**src/rtl/cds_pkg.sv**
```systemverilog
// ----------------------------------------------------------------------------
// cds_pkg: shared types and constants of the charlieplex display scanner
// Register indexes, LED maps of the scan and the configuration bundle.
// ----------------------------------------------------------------------------
package cds_pkg;

  localparam int unsigned NumPins  = 6;
  localparam int unsigned StepW    = 5;
  localparam int unsigned LedW     = 5;
  localparam int unsigned CfgIdxW  = 3;
  localparam int unsigned CfgDataW = 7;

  localparam logic [StepW-1:0] ScanLen  = 5'd22;
  localparam logic [StepW-1:0] LastStep = 5'd21;

  // scan step boundaries
  localparam logic [StepW-1:0] StepRight     = 5'd7;
  localparam logic [StepW-1:0] StepPuddleA   = 5'd14;
  localparam logic [StepW-1:0] StepPuddleB   = 5'd15;
  localparam logic [StepW-1:0] StepPercent   = 5'd16;
  localparam logic [StepW-1:0] StepLightning = 5'd17;
  localparam logic [StepW-1:0] StepDrop      = 5'd18;

  localparam logic [LedW-1:0] LedPercent   = 5'd16;
  localparam logic [LedW-1:0] LedLightning = 5'd17;
  localparam logic [LedW-1:0] LedDropBase  = 5'd20;

  localparam logic [2:0] NumPuddleFrames = 3'd5;

  // configuration register indexes
  typedef enum logic [CfgIdxW-1:0] {
    RegLeftSegments  = 3'd0,
    RegRightSegments = 3'd1,
    RegPuddleFrame   = 3'd2,
    RegPercentOn     = 3'd3,
    RegLightningOn   = 3'd4,
    RegDropPattern   = 3'd5
  } cfg_reg_e;

  typedef struct packed {
    logic [6:0] left_segments;
    logic [6:0] right_segments;
    logic [2:0] puddle_frame;
    logic       percent_on;
    logic       lightning_on;
    logic [3:0] drop_pattern;
  } cfg_t;

  typedef logic [LedW-1:0] led_t;

  localparam led_t LeftMap  [7] = '{5'd11, 5'd6, 5'd12, 5'd7, 5'd8, 5'd13, 5'd18};
  localparam led_t RightMap [7] = '{5'd5, 5'd0, 5'd10, 5'd1, 5'd15, 5'd2, 5'd3};
  localparam led_t PuddleMap [5][2] = '{
    '{5'd26, 5'd27}, '{5'd27, 5'd28}, '{5'd28, 5'd29}, '{5'd29, 5'd25}, '{5'd25, 5'd26}
  };

endpackage

```
**src/rtl/cds_cfg_regs.sv**
```systemverilog
// ----------------------------------------------------------------------------
// cds_cfg_regs: configuration register file
// Takes register writes by index; writes to unused indexes are dropped.
// ----------------------------------------------------------------------------
module cds_cfg_regs (
  input  logic                          clk_i,
  input  logic                          rst_ni,
  input  logic                          cfg_valid_i,
  output logic                          cfg_ready_o,
  input  logic [cds_pkg::CfgIdxW-1:0]   cfg_index_i,
  input  logic [cds_pkg::CfgDataW-1:0]  cfg_data_i,
  output cds_pkg::cfg_t                 cfg_o
);
  import cds_pkg::*;

  cfg_t cfg_q, cfg_d;

  assign cfg_ready_o = 1'b1;
  assign cfg_o       = cfg_q;

  always_comb begin
    cfg_d = cfg_q;
    if (cfg_valid_i) begin
      case (cfg_reg_e'(cfg_index_i))
        RegLeftSegments:  cfg_d.left_segments  = cfg_data_i[6:0];
        RegRightSegments: cfg_d.right_segments = cfg_data_i[6:0];
        RegPuddleFrame:   cfg_d.puddle_frame   = cfg_data_i[2:0];
        RegPercentOn:     cfg_d.percent_on     = cfg_data_i[0];
        RegLightningOn:   cfg_d.lightning_on   = cfg_data_i[0];
        RegDropPattern:   cfg_d.drop_pattern   = cfg_data_i[3:0];
        default:          cfg_d = cfg_q;
      endcase
    end
  end

  always_ff @(posedge clk_i or negedge rst_ni) begin
    if (!rst_ni) begin
      cfg_q <= '0;
    end else begin
      cfg_q <= cfg_d;
    end
  end

endmodule

```
**src/rtl/cds_led_encode.sv**
```systemverilog
// ----------------------------------------------------------------------------
// cds_led_encode: scan step to pin drive pattern
// Picks the LED of a step from the maps and turns it into high/low pins.
// ----------------------------------------------------------------------------
module cds_led_encode (
  input  logic [cds_pkg::StepW-1:0]   step_i,
  input  cds_pkg::cfg_t               cfg_i,
  output logic [cds_pkg::NumPins-1:0] drive_enable_o,
  output logic [cds_pkg::NumPins-1:0] drive_level_o
);
  import cds_pkg::*;

  logic       lit;
  led_t       led;
  logic [2:0] idx;
  logic [1:0] drop_k;
  logic [2:0] hi;
  logic [2:0] lo;
  logic [4:0] rem;

  always_comb begin
    lit    = 1'b0;
    led    = '0;
    idx    = '0;
    drop_k = 2'(step_i - StepDrop);
    if (step_i < StepRight) begin
      idx = step_i[2:0];
      lit = cfg_i.left_segments[3'd6 - idx];
      led = LeftMap[idx];
    end else if (step_i < StepPuddleA) begin
      idx = 3'(step_i - StepRight);
      lit = cfg_i.right_segments[3'd6 - idx];
      led = RightMap[idx];
    end else if (step_i == StepPuddleA || step_i == StepPuddleB) begin
      lit = (cfg_i.puddle_frame < NumPuddleFrames);
      if (lit) led = PuddleMap[cfg_i.puddle_frame][step_i[0]];
    end else if (step_i == StepPercent) begin
      lit = cfg_i.percent_on;
      led = LedPercent;
    end else if (step_i == StepLightning) begin
      lit = cfg_i.lightning_on;
      led = LedLightning;
    end else if (step_i < ScanLen) begin
      lit = cfg_i.drop_pattern[drop_k];
      led = LedDropBase + LedW'(drop_k);
    end
  end

  // led / 5 and led % 5 by compare chain; low pin skips the high pin
  always_comb begin
    if      (led >= 5'd25) hi = 3'd5;
    else if (led >= 5'd20) hi = 3'd4;
    else if (led >= 5'd15) hi = 3'd3;
    else if (led >= 5'd10) hi = 3'd2;
    else if (led >= 5'd5)  hi = 3'd1;
    else                   hi = 3'd0;
    rem = led - 5'(hi) * 5'd5;
    lo  = rem[2:0];
    if (lo >= hi) lo = lo + 3'd1;
  end

  always_comb begin
    drive_enable_o = '0;
    drive_level_o  = '0;
    if (lit) begin
      drive_enable_o = (NumPins'(1) << hi) | (NumPins'(1) << lo);
      drive_level_o  = NumPins'(1) << hi;
    end
  end

endmodule

```
**src/rtl/charlieplex_display_scanner_core.sv**
```systemverilog
// ----------------------------------------------------------------------------
// charlieplex_display_scanner_core: 22-step charlieplex LED scanner
//
//   channel | direction | handshake            | payload
//   --------+-----------+----------------------+-------------------------------
//   in      | input     | in_valid_i/in_stall_o | tick_i
//   out     | output    | out_valid_o/out_stall_i | drive_enable_o, drive_level_o,
//           |           |                      | step_shown_o
//   cfg     | input     | cfg_valid_i/cfg_ready_o | cfg_index_i, cfg_data_i
//
// One tick per cycle while in_stall_o is low; a taken tick's step is registered
// in the step register, then drive-encoded into the output register.
// A transfer with tick low yields no result and leaves the scan in place.
// Reset clears the scan position, the configuration registers and both valid flags.
// A stalled output holds its data; input stalls only when both stages are full.
// ----------------------------------------------------------------------------
module charlieplex_display_scanner_core (
  input  logic                          clk_i,
  input  logic                          rst_ni,
  input  logic                          in_valid_i,
  output logic                          in_stall_o,
  input  logic                          tick_i,
  output logic                          out_valid_o,
  input  logic                          out_stall_i,
  output logic [cds_pkg::NumPins-1:0]   drive_enable_o,
  output logic [cds_pkg::NumPins-1:0]   drive_level_o,
  output logic [cds_pkg::StepW-1:0]     step_shown_o,
  input  logic                          cfg_valid_i,
  output logic                          cfg_ready_o,
  input  logic [cds_pkg::CfgIdxW-1:0]   cfg_index_i,
  input  logic [cds_pkg::CfgDataW-1:0]  cfg_data_i
);
  import cds_pkg::*;

  cfg_t cfg;

  logic [StepW-1:0]   scan_q, scan_d;
  logic               s1_valid_q, s1_valid_d;
  logic [StepW-1:0]   s1_step_q;
  logic               out_valid_q, out_valid_d;
  logic [NumPins-1:0] enable_q, level_q;
  logic [StepW-1:0]   step_q;
  logic [NumPins-1:0] enc_enable, enc_level;
  logic               out_ready, s1_ready, in_xfer, tick_xfer;

  cds_cfg_regs u_cfg_regs (
    .clk_i       (clk_i),
    .rst_ni      (rst_ni),
    .cfg_valid_i (cfg_valid_i),
    .cfg_ready_o (cfg_ready_o),
    .cfg_index_i (cfg_index_i),
    .cfg_data_i  (cfg_data_i),
    .cfg_o       (cfg)
  );

  cds_led_encode u_led_encode (
    .step_i         (s1_step_q),
    .cfg_i          (cfg),
    .drive_enable_o (enc_enable),
    .drive_level_o  (enc_level)
  );

  assign out_ready  = !out_valid_q || !out_stall_i;
  assign s1_ready   = !s1_valid_q || out_ready;
  assign in_stall_o = !s1_ready;
  assign in_xfer    = in_valid_i && s1_ready;
  assign tick_xfer  = in_xfer && tick_i;

  always_comb begin
    scan_d = scan_q;
    if (tick_xfer) scan_d = (scan_q >= LastStep) ? '0 : scan_q + 5'd1;
    s1_valid_d = s1_ready ? tick_xfer : s1_valid_q;
    out_valid_d = out_ready ? s1_valid_q : out_valid_q;
  end

  always_ff @(posedge clk_i or negedge rst_ni) begin
    if (!rst_ni) begin
      scan_q      <= '0;
      s1_valid_q  <= 1'b0;
      out_valid_q <= 1'b0;
    end else begin
      scan_q      <= scan_d;
      s1_valid_q  <= s1_valid_d;
      out_valid_q <= out_valid_d;
    end
  end

  always_ff @(posedge clk_i) begin
    if (tick_xfer) s1_step_q <= scan_q;
    if (out_ready && s1_valid_q) begin
      enable_q <= enc_enable;
      level_q  <= enc_level;
      step_q   <= s1_step_q;
    end
  end

  assign out_valid_o    = out_valid_q;
  assign drive_enable_o = enable_q;
  assign drive_level_o  = level_q;
  assign step_shown_o   = step_q;

  // a lit step drives exactly two pins, one of them high
  a_two_pins: assert property (@(posedge clk_i) disable iff (!rst_ni)
    out_valid_q |-> ($countones(enable_q) == 0 || $countones(enable_q) == 2))
    else $error("drive pattern does not drive zero or two pins");

  a_level_in_enable: assert property (@(posedge clk_i) disable iff (!rst_ni)
    out_valid_q |-> ((level_q & ~enable_q) == '0 && $onehot0(level_q)))
    else $error("high pin is not among driven pins");

  a_scan_range: assert property (@(posedge clk_i) disable iff (!rst_ni)
    scan_q < ScanLen)
    else $error("scan position out of range");

  a_step_follows: assert property (@(posedge clk_i) disable iff (!rst_ni)
    (out_valid_q && !out_stall_i && s1_valid_q) |=> (out_valid_q &&
      (step_q == ((($past(step_q)) >= LastStep) ? 5'd0 : $past(step_q) + 5'd1))))
    else $error("consecutive results skip a scan step");

endmodule
```
**config.mk**
```make
export PLATFORM = sky130hd
export DESIGN_NAME = charlieplex_display_scanner_core
export DESIGN_NICKNAME = d
export VERILOG_FILES = /design/src/rtl/cds_pkg.sv /design/src/rtl/cds_cfg_regs.sv /design/src/rtl/cds_led_encode.sv /design/src/rtl/charlieplex_display_scanner_core.sv
export SDC_FILE = /design/constraint.sdc
export NUM_CORES = 1
export LEC_CHECK = 0
export BUFFER_PORTS_ARGS = -buffer_cell sky130_fd_sc_hd__buf_4
export CAP_MARGIN = 15
export CORE_MARGIN = 10
export CORE_UTILIZATION = 59
export CTS_BUF_LIST = sky130_fd_sc_hd__clkbuf_16
export DETAILED_ROUTE_END_ITERATION = 8
export GPL_TIMING_DRIVEN = 0
export PLACE_DENSITY = 0.8
export SLEW_MARGIN = 10
export SYNTH_ARGS = -nofsm -noshare
export SYNTH_HDL_FRONTEND = slang
export SYNTH_HIERARCHICAL = 1
export SYNTH_SLANG_ARGS = --single-unit
```
**constraint.sdc**
```tcl
create_clock -name clk_i -period 5.41 [get_ports clk_i]
set_input_delay 1.082 -clock clk_i [delete_from_list [all_inputs] [get_ports clk_i]]
set_output_delay 1.082 -clock clk_i [all_outputs]
set_load 0.01 [all_outputs]
```
==> results by group, run 1 <==
Status
  – Status: finished, final reports clean

Finish
  – Layout cell share with drive strength beyond 1: 0.3720
  – Multi-input gate area: 1924 um2
  – Most frequent cells in the layout: 41 x buf_4, 30 x dfrtp_1, 23 x mux2_2, 22 x edfxtp_1, 15 x nor2_1
  – Commonest non-fill, non-tap cell in the layout: buf_4
  – Fillers: 406
  – Core Util, Final: 0.7205
  – FF/Latch Area: 1411 um2
  – Layout area overhead: 17.54%
  – Nets: 360
  – Ant. Diodes: 0
  – Final non-filler cell total: 400

Clock tree
  – CTS buffer count: 5
  – Clock buffer depth: 2
  – Root Buffer: clkbuf_16
  – H-tree level count: 2
  – Clock sink count: 52
  – Clock latency on the worst-skew pair: 0.29 ns
  – Clock slew at reported path FFs: 0.07 ns
  – CTS tree: built
  – CTS Hold Bufs: 0

Setup path
  – Worst Setup Start Kind: register
  – Worst Path Arrival: 5.25 ns
  – CP Data Required Time: 5.51 ns
  – Slowest stage delay, CP: 0.50 ns
  – Crit Path Category: reg2reg
  – Worst Path Max Fanout: 9
  – Slowest cell on crit path: fa_1
  – Worst setup EP type: register
  – CP Cell Sequence: buf_4, ha_1, buf_4, xor2_4, nor2_1, a31oi_2, nand2_4, o211ai_1, o221ai_1, a21o_2, inv_4, mux2_4, fa_1, inv_1, ha_1, a21o_1, a21o_1, nand2_1, xor2_2, xnor2_2, o32ai_1

Synthesis
  – Yosys warns: 6
  – Asr flop ratio synth: 0.5769
  – Post-Syn Nets: 316
  – Main flop type after synthesis: dfrtp_1
  – Synthesized area: 3417 um2
  – Avg Inst Size Synth: 12.07 um2
  – Fraction of the yosys area taken by sequential cells: 0.4130
  – Synth Instances: 283
  – Yosys reg bits: 52
  – EDFF count, synth: 22
  – Cell variety after synth: 74

Global routing
  – All-Layer GR Usage: 0.1545
  – Largest net degree at the start of global routing: 31
  – Vias in the first global route: 2340
  – Antenna violations before repair: 0
  – Overflow after GRT: 0
  – First-pass GRT wire length: 11340 um

Routing
  – Wirelength per Cell: 17.45 um
  – WL final: 6981 um
  – Iter 0 DRT Violations: 119
  – # DRC: 0
  – Antenna viol nets, final: 0
  – Vias per cell: 5.998
  – Pre-antenna DRT Iters: 4
  – Vias after detailed routing: 2399

Power
  – Pleak: 1.654 nW
  – Peak supply drop: 559.0 uV
  – PwrDens: 486.2 nW/um2
  – Tot Pwr: 1.953 mW

Floorplan
  – Row cnt: 27
  – Core Area: 5574 um2
  – Starting density of the core: 0.6130
  – Die Wd: 96.10 um
  – I/O Pins: 36
  – Total die area: 9235 um2
  – Die Span Y: 96.10 um

Place
  – Placed cells: 389
  – Routability congestion estimate: 0.9043
  – IO Port Bufs: 34
  – Dpl hpwl: 5211 um

Timing
  – Final Skew: 0.007072 ns
  – Slew of the pin with the lowest slew margin: 0.8806 ns
  – Fin crit period: 5.156 ns
  – Slew Viols, Final: 0
  – Fmax: 194.0 MHz
  – Slew Limit Headroom: 0.4095
  – Fin. Hold Viols: 0
  – WHS: 0.4708 ns
  – Period utilisation layout: 0.9530
  – Final Setup Violations: 0

Worst hold path
  – HP Class: reg2reg

Job
  – Max-cap viol count: 0
-- registers in the layout (all words and copies together), names as in the netlist --
| signal | cells |
|---|---|
| out_valid_o | 1 |
| s1_valid_q | 1 |
| drive_enable_o | 6 |
| step_shown_o | 5 |
| u_cfg_regs/cfg_o | 23 |
| scan_q | 5 |
| drive_level_o | 6 |
| s1_step_q | 5 |
-- area by class of cell --
cell class                 instances  area share
buffer                            10     0.02368
clock buffer                       6     0.03738
clock inverter                     2    0.003115
inverter                          11     0.01184
multi-input combinational        209      0.4791
sequential                        52      0.3514
tap                               72     0.02243
timing repair buffer              38     0.07103
-- synthesized netlist by cell type (all sizes together), types with 4 or more instances --
cell | instances | area share
mux2i | 8 | 0.023
a21oi | 9 | 0.013
nand2 | 15 | 0.019
dfrtp | 30 | 0.22
nand3 | 4 | 0.0059
nor2b | 6 | 0.013
xor2 | 7 | 0.026
and4bb | 4 | 0.015
o22ai | 4 | 0.0073
buf | 10 | 0.028
a21o | 5 | 0.011
o21ai | 17 | 0.027
inv | 11 | 0.013
edfxtp | 22 | 0.19
nor2 | 15 | 0.016
mux2 | 26 | 0.089
nand2b | 5 | 0.0092
ha | 16 | 0.059
o211ai | 8 | 0.018
-- per-layer routing --
metal / global-route usage / up-vias / share of wire
li1: - / 1164 / -
met1: 0.2003 / 1186 / 0.45
met2: 0.2550 / 39 / 0.50
met3: 0.02957 / 10 / 0.033
met4: 0.04791 / 0 / 0.015
met5: 0 / - / 0
-- worst paths after layout --
path                                         from                               end  slack (ns)  cells after the start
min reg2reg                s1_valid_q$_DFFE_PN0N_           out_valid_o$_DFFE_PN0P_        0.47                      1
max                        s1_step_q[1]$_DFFE_PP_       drive_enable_o[3]$_DFFE_PP_        0.25                     21
min                        s1_valid_q$_DFFE_PN0N_           out_valid_o$_DFFE_PN0P_        0.47                      1
max reg2reg                s1_step_q[1]$_DFFE_PP_       drive_enable_o[3]$_DFFE_PP_        0.25                     21
max in group asynchronous                  rst_ni   u_cfg_regs/cfg_o[5]$_DFFE_PN0P_        4.42                      1
min in group asynchronous                  rst_ni  u_cfg_regs/cfg_o[11]$_DFFE_PN0P_        0.71                      1
-- critical path: cells and delay by family (launching register included) --
| kind | cells | cell delay, ns |
|---|---|---|
| flip-flops | 1 | 0.47 |
| adder cells (fa/ha/maj) | 3 | 0.95 |
| buffers and inverters | 4 | 0.53 |
| AO/OA/AOI/OAI | 7 | 1.63 |
| XOR/XNOR | 3 | 0.66 |
| multiplexers | 1 | 0.31 |
| AND/OR/NAND/NOR | 3 | 0.40 |
-- logic make-up (layout without fill, tap and decap cells) --
| group | count (synthesis) | count (layout) | synth area share |
|---|---|---|---|
| compound gates | 74 | 74 | 0.1684 |
| flops | 52 | 52 | 0.4130 |
| xor+xnor | 11 | 11 | 0.04651 |
| buf+inv | 22 | 67 | 0.04174 |
| fa+ha+maj | 17 | 17 | 0.06444 |
| mux | 37 | 37 | 0.1322 |
| other cells | 1 | 1 | 0.001097 |
| simple gates | 69 | 69 | 0.1326 |
-- per-stage QoR --
step	setup slack [ns]	area, um2	TNS [ns]
5_1_grt	-0.04048	4016	-0.07674
4_1_cts	0.05362	3933	0
2_1_floorplan	0.5589	3417	0
3_3_place_gp	0.04568	3762	0
3_5_place_dp	-0.04782	3766	-0.08545
6_report	0.2542	4016	0
-- power by group --
group / internal, mW / switching (mW)
registers: 0.522 / 0.0694
logic: 0.482 / 0.545
clock network: 0.199 / 0.136
-- what timing repair did --
item                       CTS  global route
pin swaps                    1             1
setup endpoints to repair    5             6
gates resized for setup      0            10
hold endpoints to repair     0             0
buffers inserted             1             3
(Power assumes the default switching activity.)
==> inputs of run 2 (changes only) <==
--- a/config.mk
+++ b/config.mk
@@ -11,7 +11,6 @@
 export CORE_UTILIZATION = 59
 export CTS_BUF_LIST = sky130_fd_sc_hd__clkbuf_16
 export DETAILED_ROUTE_END_ITERATION = 8
-export GPL_TIMING_DRIVEN = 0
 export PLACE_DENSITY = 0.8
 export SLEW_MARGIN = 10
 export SYNTH_ARGS = -nofsm -noshare
==> constraint.sdc (replaced) <==
create_clock -name clk_i -period 5.41 [get_ports clk_i]
set_input_delay 1.082 -clock clk_i [delete_from_list [all_inputs] [get_ports clk_i]]
set_output_delay 1.082 -clock clk_i [all_outputs]
set_load 0.02 [all_outputs]
==> run 2 against run 1 <==
Compared with the run above: critical path depth is the same; via count grew 1.1%; wire length grew 2.5%; setup slack improved by 0.038 ns; highest routed layer unchanged; sequential power increased by 1%; count of clock-buffer cells in the layout increased by 1.
==> results by group, run 2 (synthesized netlist as in run 1, its figures left out) <==
Status
  – Status: finished, final reports clean

Setup path
  – Worst R2R Path Depth: 21
  – Reg2reg end: drive_enable_o[2]$_DFFE_PP_
  – R2R setup slack: 0.29 ns
  – Reg2reg start: s1_step_q[1]$_DFFE_PP_
  – CP Data Required Time: 5.50 ns
  – Worst Setup Start Kind: register
  – Worst Path Max Fanout: 7
  – Worst Path Arrival: 5.21 ns
  – Crit Path Category: reg2reg
  – Worst setup EP type: register

Routing
  – Vias after detailed routing: 2426
  – Iter 0 DRT Violations: 225
  – WL final: 7153 um
  – # DRC: 0
  – Wirelength per Cell: 18.20 um
  – Vias per cell: 6.173
  – Antenna viol nets, final: 0
  – Pre-antenna DRT Iters: 4

Power
  – Net load switching power: 0.7592 mW
  – Peak supply drop: 449.5 uV
  – Tot Pwr: 2.021 mW
  – Reg power frac: 0.296
  – PwrDens: 512.5 nW/um2
  – Power share of the clock group: 0.203
  – Pint: 1.262 mW
  – Switching share of power: 0.3756
  – Pleak: 1.640 nW
  – Logic pwr share: 0.501

Floorplan
  – Starting density of the core: 0.6130
  – Row cnt: 27
  – I/O Pins: 36
  – Die Wd: 96.10 um
  – Total die area: 9235 um2
  – Die Span Y: 96.10 um
  – Core Area: 5574 um2

Worst hold path
  – Hold-critical path endpoint: out_valid_o$_DFFE_PN0P_
  – HP Class: reg2reg
  – Worst Hold Launch: s1_valid_q$_DFFE_PN0N_
  – Hold depth: 1

Timing
  – Fin. Hold Viols: 0
  – Slew Viols, Final: 0
  – Fin crit period: 5.118 ns
  – Fmax: 195.4 MHz
  – Final Skew: 0.006944 ns
  – Slew Limit Headroom: 0.6144
  – Setup ws final: 0.2918 ns
  – Final Setup Violations: 0
  – Period utilisation layout: 0.9461
  – Slew of the pin with the lowest slew margin: 0.5784 ns

Global routing
  – Vias in the first global route: 2453
  – Overflow after GRT: 0
  – Largest net degree at the start of global routing: 31
  – First-pass GRT wire length: 11890 um
  – Antenna violations before repair: 0
  – All-Layer GR Usage: 0.1612

Clock tree
  – CTS tree: built
  – CTS buffer count: 5
  – Clock slew at reported path FFs: 0.07 ns
  – Root Buffer: clkbuf_16
  – Clock latency on the worst-skew pair: 0.29 ns
  – Clock sink count: 52
  – Clock buffer depth: 2
  – H-tree level count: 2

Place
  – Place WS: 0.3455 ns
  – IO Port Bufs: 34
  – Dpl hpwl: 5405 um
  – Placed cells: 383
  – Routability congestion estimate: 0.8754

Finish
  – Most frequent cells in the layout: 40 x buf_4, 30 x dfrtp_1, 23 x mux2_2, 22 x edfxtp_1
  – Final non-filler cell total: 393
  – Commonest non-fill, non-tap cell in the layout: buf_4
  – Layout cell share with drive strength beyond 1: 0.3364
  – Nets: 353
  – Layout area overhead: 15.42%
  – Ant. Diodes: 0
  – Core Util, Final: 0.7075
  – Max FFs per register: 23

Job
  – Max-cap viol count: 0
-- run 2: worst max path at each step --
stage | slack, ns | cells after the start | end | startpoint
floorplan | 0.56 | 22 | drive_enable_o[0]$_DFFE_PP_ | s1_step_q[0]$_DFFE_PP_
global placement | 0.50 | 18 | drive_enable_o[2]$_DFFE_PP_ | s1_step_q[2]$_DFFE_PP_
detailed placement | 0.35 | 21 | drive_enable_o[2]$_DFFE_PP_ | s1_step_q[1]$_DFFE_PP_
CTS | 0.23 | 18 | drive_enable_o[2]$_DFFE_PP_ | s1_step_q[2]$_DFFE_PP_
global route | -0.01 | 21 | drive_enable_o[2]$_DFFE_PP_ | s1_step_q[1]$_DFFE_PP_
finish | 0.29 | 21 | drive_enable_o[2]$_DFFE_PP_ | s1_step_q[1]$_DFFE_PP_
-- run 2: final cells by class --
type	instances	area, um2
timing repair buffer	41	320.3
clock inverter	1	30.03
multi-input combinational	209	1873
fill	388	1630
sequential	52	1411
tap	72	90.09
inverter	11	43.79
clock buffer	7	175.2
-- run 2: per-stage QoR --
| step | cell area [um2] | hold slack, ns | TNS [ns] |
|---|---|---|---|
| final | 3944 | 0.4721 | 0 |
| after CTS | 3906 | 0.4744 | 0 |
| after global routing | 3944 | 0.5105 | -0.01229 |
| after floorplan | 3417 | 0.4434 | 0 |
| after global placement | 3701 | 0.4509 | 0 |
| after detailed placement | 3701 | 0.4585 | 0 |
-- run 2: timing repair --
action                     4_1_cts  5_1_grt
setup buffers                    0        2
gates resized for setup          0        2
hold buffers                     0        0
setup endpoints to repair        0        5
-- run 2: layer usage --
layer  global-route usage  up-vias  share of wire  routed length (um)
met4              0.04300        0         0.0075                  54
met3              0.02802        5          0.031                 223
li1                     -     1140              -                   -
met1               0.2017     1236           0.43                3098
met2               0.2797       45           0.53                3776
met5                    0        -              0                   0
-- run 2: worst max-delay path: stages, from the launching register on --
cell,delay (ns)
edfxtp_1,0.48
inv_1,0.19
ha_2,0.46
xor2_1,0.20
nor2_1,0.06
a21oi_1,0.25
o221ai_4,0.18
o211ai_1,0.18
o221ai_1,0.13
a21o_2,0.27
inv_4,0.11
ha_1,0.26
xor2_2,0.28
xor2_1,0.24
ha_1,0.27
nand2b_1,0.14
a21o_1,0.17
a21o_1,0.22
nand2_1,0.12
xor2_2,0.22
xnor2_2,0.14
o32ai_1,0.34
-- run 2: power by group through the flow --
| stage | clock [mW] | sequential [mW] | combinational [mW] |
|---|---|---|---|
| after floorplan | 0 | 0.610 | 0.748 |
| after global placement | 0 | 0.609 | 0.939 |
| after detailed placement | 0 | 0.612 | 0.971 |
| after CTS | 0.414 | 0.604 | 0.987 |
| after global routing | 0.431 | 0.612 | 1.12 |
| final | 0.410 | 0.598 | 1.01 |
==> inputs of run 3 (changes only) <==
--- a/config.mk
+++ b/config.mk
@@ -7,7 +7,6 @@
 export LEC_CHECK = 0
 export BUFFER_PORTS_ARGS = -buffer_cell sky130_fd_sc_hd__buf_4
 export CAP_MARGIN = 15
-export CORE_MARGIN = 10
 export CORE_UTILIZATION = 59
 export CTS_BUF_LIST = sky130_fd_sc_hd__clkbuf_16
 export DETAILED_ROUTE_END_ITERATION = 8
==> constraint.sdc (replaced) <==
create_clock -name clk_i -period 5.65 [get_ports clk_i]
set_input_delay 1.13 -clock clk_i [delete_from_list [all_inputs] [get_ports clk_i]]
set_output_delay 1.13 -clock clk_i [all_outputs]
set_load 0.02 [all_outputs]
==> run 3 against run 2 <==
Compared with the run above: critical path depth is the same; flip-flop and latch count is the same; sequential share of layout area grew 0.38 points; setup slack gained 0.16 ns; total power shrank 9.8%; hold slack gained 0.016 ns; critical endpoint is now drive_enable_o[4]$_DFFE_PP_; largest power group unchanged.
==> results by group, run 3 (synthesized netlist as in run 1, its figures left out) <==
Job
  – Max-cap viol count: 0

Setup path
  – Worst path bufs/invs: 2
  – Worst Setup Start Kind: register
  – Worst setup EP type: register
  – Kind of cell adding the most delay to the critical path: compound AO/OA/AOI/OAI gates
  – Slowest stage delay, CP: 0.50 ns
  – CP Cell Sequence: buf_4, ha_1, xor2_4, nor2_1, a21oi_1, o221ai_4, o211ai_1, o221ai_1, a21o_2, inv_4, ha_1, xor2_2, xor2_1, ha_1, nand2b_1, a21o_1, a21o_1, nand2_1, xor2_1, xor2_1, o21bai_1
  – Slowest cell on crit path: edfxtp_1
  – Crit Path Category: reg2reg
  – Worst Path Arrival: 5.22 ns
  – Worst Path Max Fanout: 10
  – CP Data Required Time: 5.68 ns

Finish
  – Core Util, Final: 0.7044
  – Layout area overhead: 14.21%
  – Multi-input gate area: 1863 um2
  – FF/Latch Area: 1411 um2
  – Layout cell share with drive strength beyond 1: 0.3364
  – Nets: 359
  – Commonest non-fill, non-tap cell in the layout: buf_4
  – Fillers: 396
  – Max FFs per register: 23
  – Ant. Diodes: 0
  – Most frequent cells in the layout: 47 x buf_4, 30 x dfrtp_1, 23 x mux2_2, 22 x edfxtp_1, 16 x ha_1

Floorplan
  – Starting density of the core: 0.6168
  – Die Wd: 78.10 um
  – Total die area: 6100 um2
  – I/O Pins: 36
  – Die Span Y: 78.10 um
  – Row cnt: 27
  – Core Area: 5540 um2

Routing
  – Vias per cell: 6.035
  – Wirelength per Cell: 17.50 um
  – WL final: 6983 um
  – Vias after detailed routing: 2408
  – # DRC: 0
  – Antenna viol nets, final: 0
  – Iter 0 DRT Violations: 170
  – Pre-antenna DRT Iters: 4

Timing
  – Final Skew: 0.004798 ns
  – Fin. Hold Viols: 0
  – Slew of the pin with the lowest slew margin: 0.7754 ns
  – Fmax: 192.5 MHz
  – Slew Limit Headroom: 0.4830
  – Period utilisation layout: 0.9195
  – Setup Total Neg Slack: 0 ns
  – Fin crit period: 5.195 ns
  – RSZ-0062 raised after global routing: no
  – Final Setup Violations: 0
  – Slew Viols, Final: 0
  – WHS: 0.4878 ns

Clock tree
  – Clock sink count: 52
  – Root Buffer: clkbuf_16
  – H-tree level count: 2
  – Clock slew at reported path FFs: 0.07 ns
  – CTS tree: built
  – CTS buffer count: 5
  – Clock buffer depth: 2
  – Clock latency on the worst-skew pair: 0.29 ns
  – CTS Hold Bufs: 0

Power
  – Tot Pwr: 1.824 mW
  – Reg power frac: 0.317
  – Peak supply drop: 314.0 uV
  – Net load switching power: 0.7202 mW
  – Switching share of power: 0.3949
  – Pint: 1.104 mW
  – Pleak: 1.640 nW
  – Logic pwr share: 0.524
  – PwrDens: 467.3 nW/um2
  – Power share of the clock group: 0.159

Worst hold path
  – HP Class: reg2reg

Global routing
  – Vias in the first global route: 2376
  – Overflow after GRT: 0
  – Antenna violations before repair: 0
  – Largest net degree at the start of global routing: 31
  – All-Layer GR Usage: 0.2492
  – First-pass GRT wire length: 11780 um

Status
  – Status: finished, final reports clean

Place
  – IO Port Bufs: 34
  – Routability congestion estimate: 0.8543
  – Dpl hpwl: 5135 um
[run 3: power by group through the flow]
stage / clock [mW] / combinational, mW / sequential (mW)
2_1_floorplan: 0 / 0.716 / 0.584
3_3_place_gp: 0 / 0.884 / 0.584
3_5_place_dp: 0 / 0.926 / 0.589
4_1_cts: 0.299 / 0.935 / 0.582
5_1_grt: 0.318 / 1.05 / 0.593
6_report: 0.289 / 0.956 / 0.579
[run 3: area by class of cell]
type                    count  area share
well taps                  72     0.02308
clock buffers               5     0.03206
inverters                  11     0.01122
flip-flops and latches     52      0.3617
multi-input cells         209      0.4774
repair buffers             47     0.09041
clock inverters             3    0.004168
[run 3: per-layer routing]
metal  vias to the layer above  share of wire  global-route usage
li1                       1153              -                   -
met1                      1199           0.45              0.3323
met2                        44           0.50              0.4070
met3                        12          0.028             0.04651
met4                         0          0.014             0.09074
met5                         -              0                   0
[run 3: what timing repair did]
action,4_1_cts,5_1_grt
endpoints found under the setup margin,0,6
gates resized for setup,0,0
buffers inserted,0,9
[run 3: worst paths after layout]
kind	start	endpoint	slack, ns	depth (start not counted)
worst max-delay path	s1_step_q[1]$_DFFE_PP_	drive_enable_o[4]$_DFFE_PP_	0.45	21
worst min-delay path	s1_valid_q$_DFFE_PN0N_	out_valid_o$_DFFE_PN0P_	0.49	1
worst max register to register	s1_step_q[1]$_DFFE_PP_	drive_enable_o[4]$_DFFE_PP_	0.45	21
worst min register to register	s1_valid_q$_DFFE_PN0N_	out_valid_o$_DFFE_PN0P_	0.49	1
max in group asynchronous	rst_ni	scan_q[2]$_DFFE_PN0P_	4.62	1
min in group asynchronous	rst_ni	u_cfg_regs/cfg_o[19]$_DFFE_PN0P_	0.76	1
[run 3: per-stage QoR]
step	std cells	instance area (um2)	setup slack (ns)
floorplan	283	3417	0.7989
global placement	382	3694	0.4933
detailed placement	382	3694	0.2867
CTS	390	3835	0.2686
global route	399	3902	0.01219
finish	399	3902	0.4548
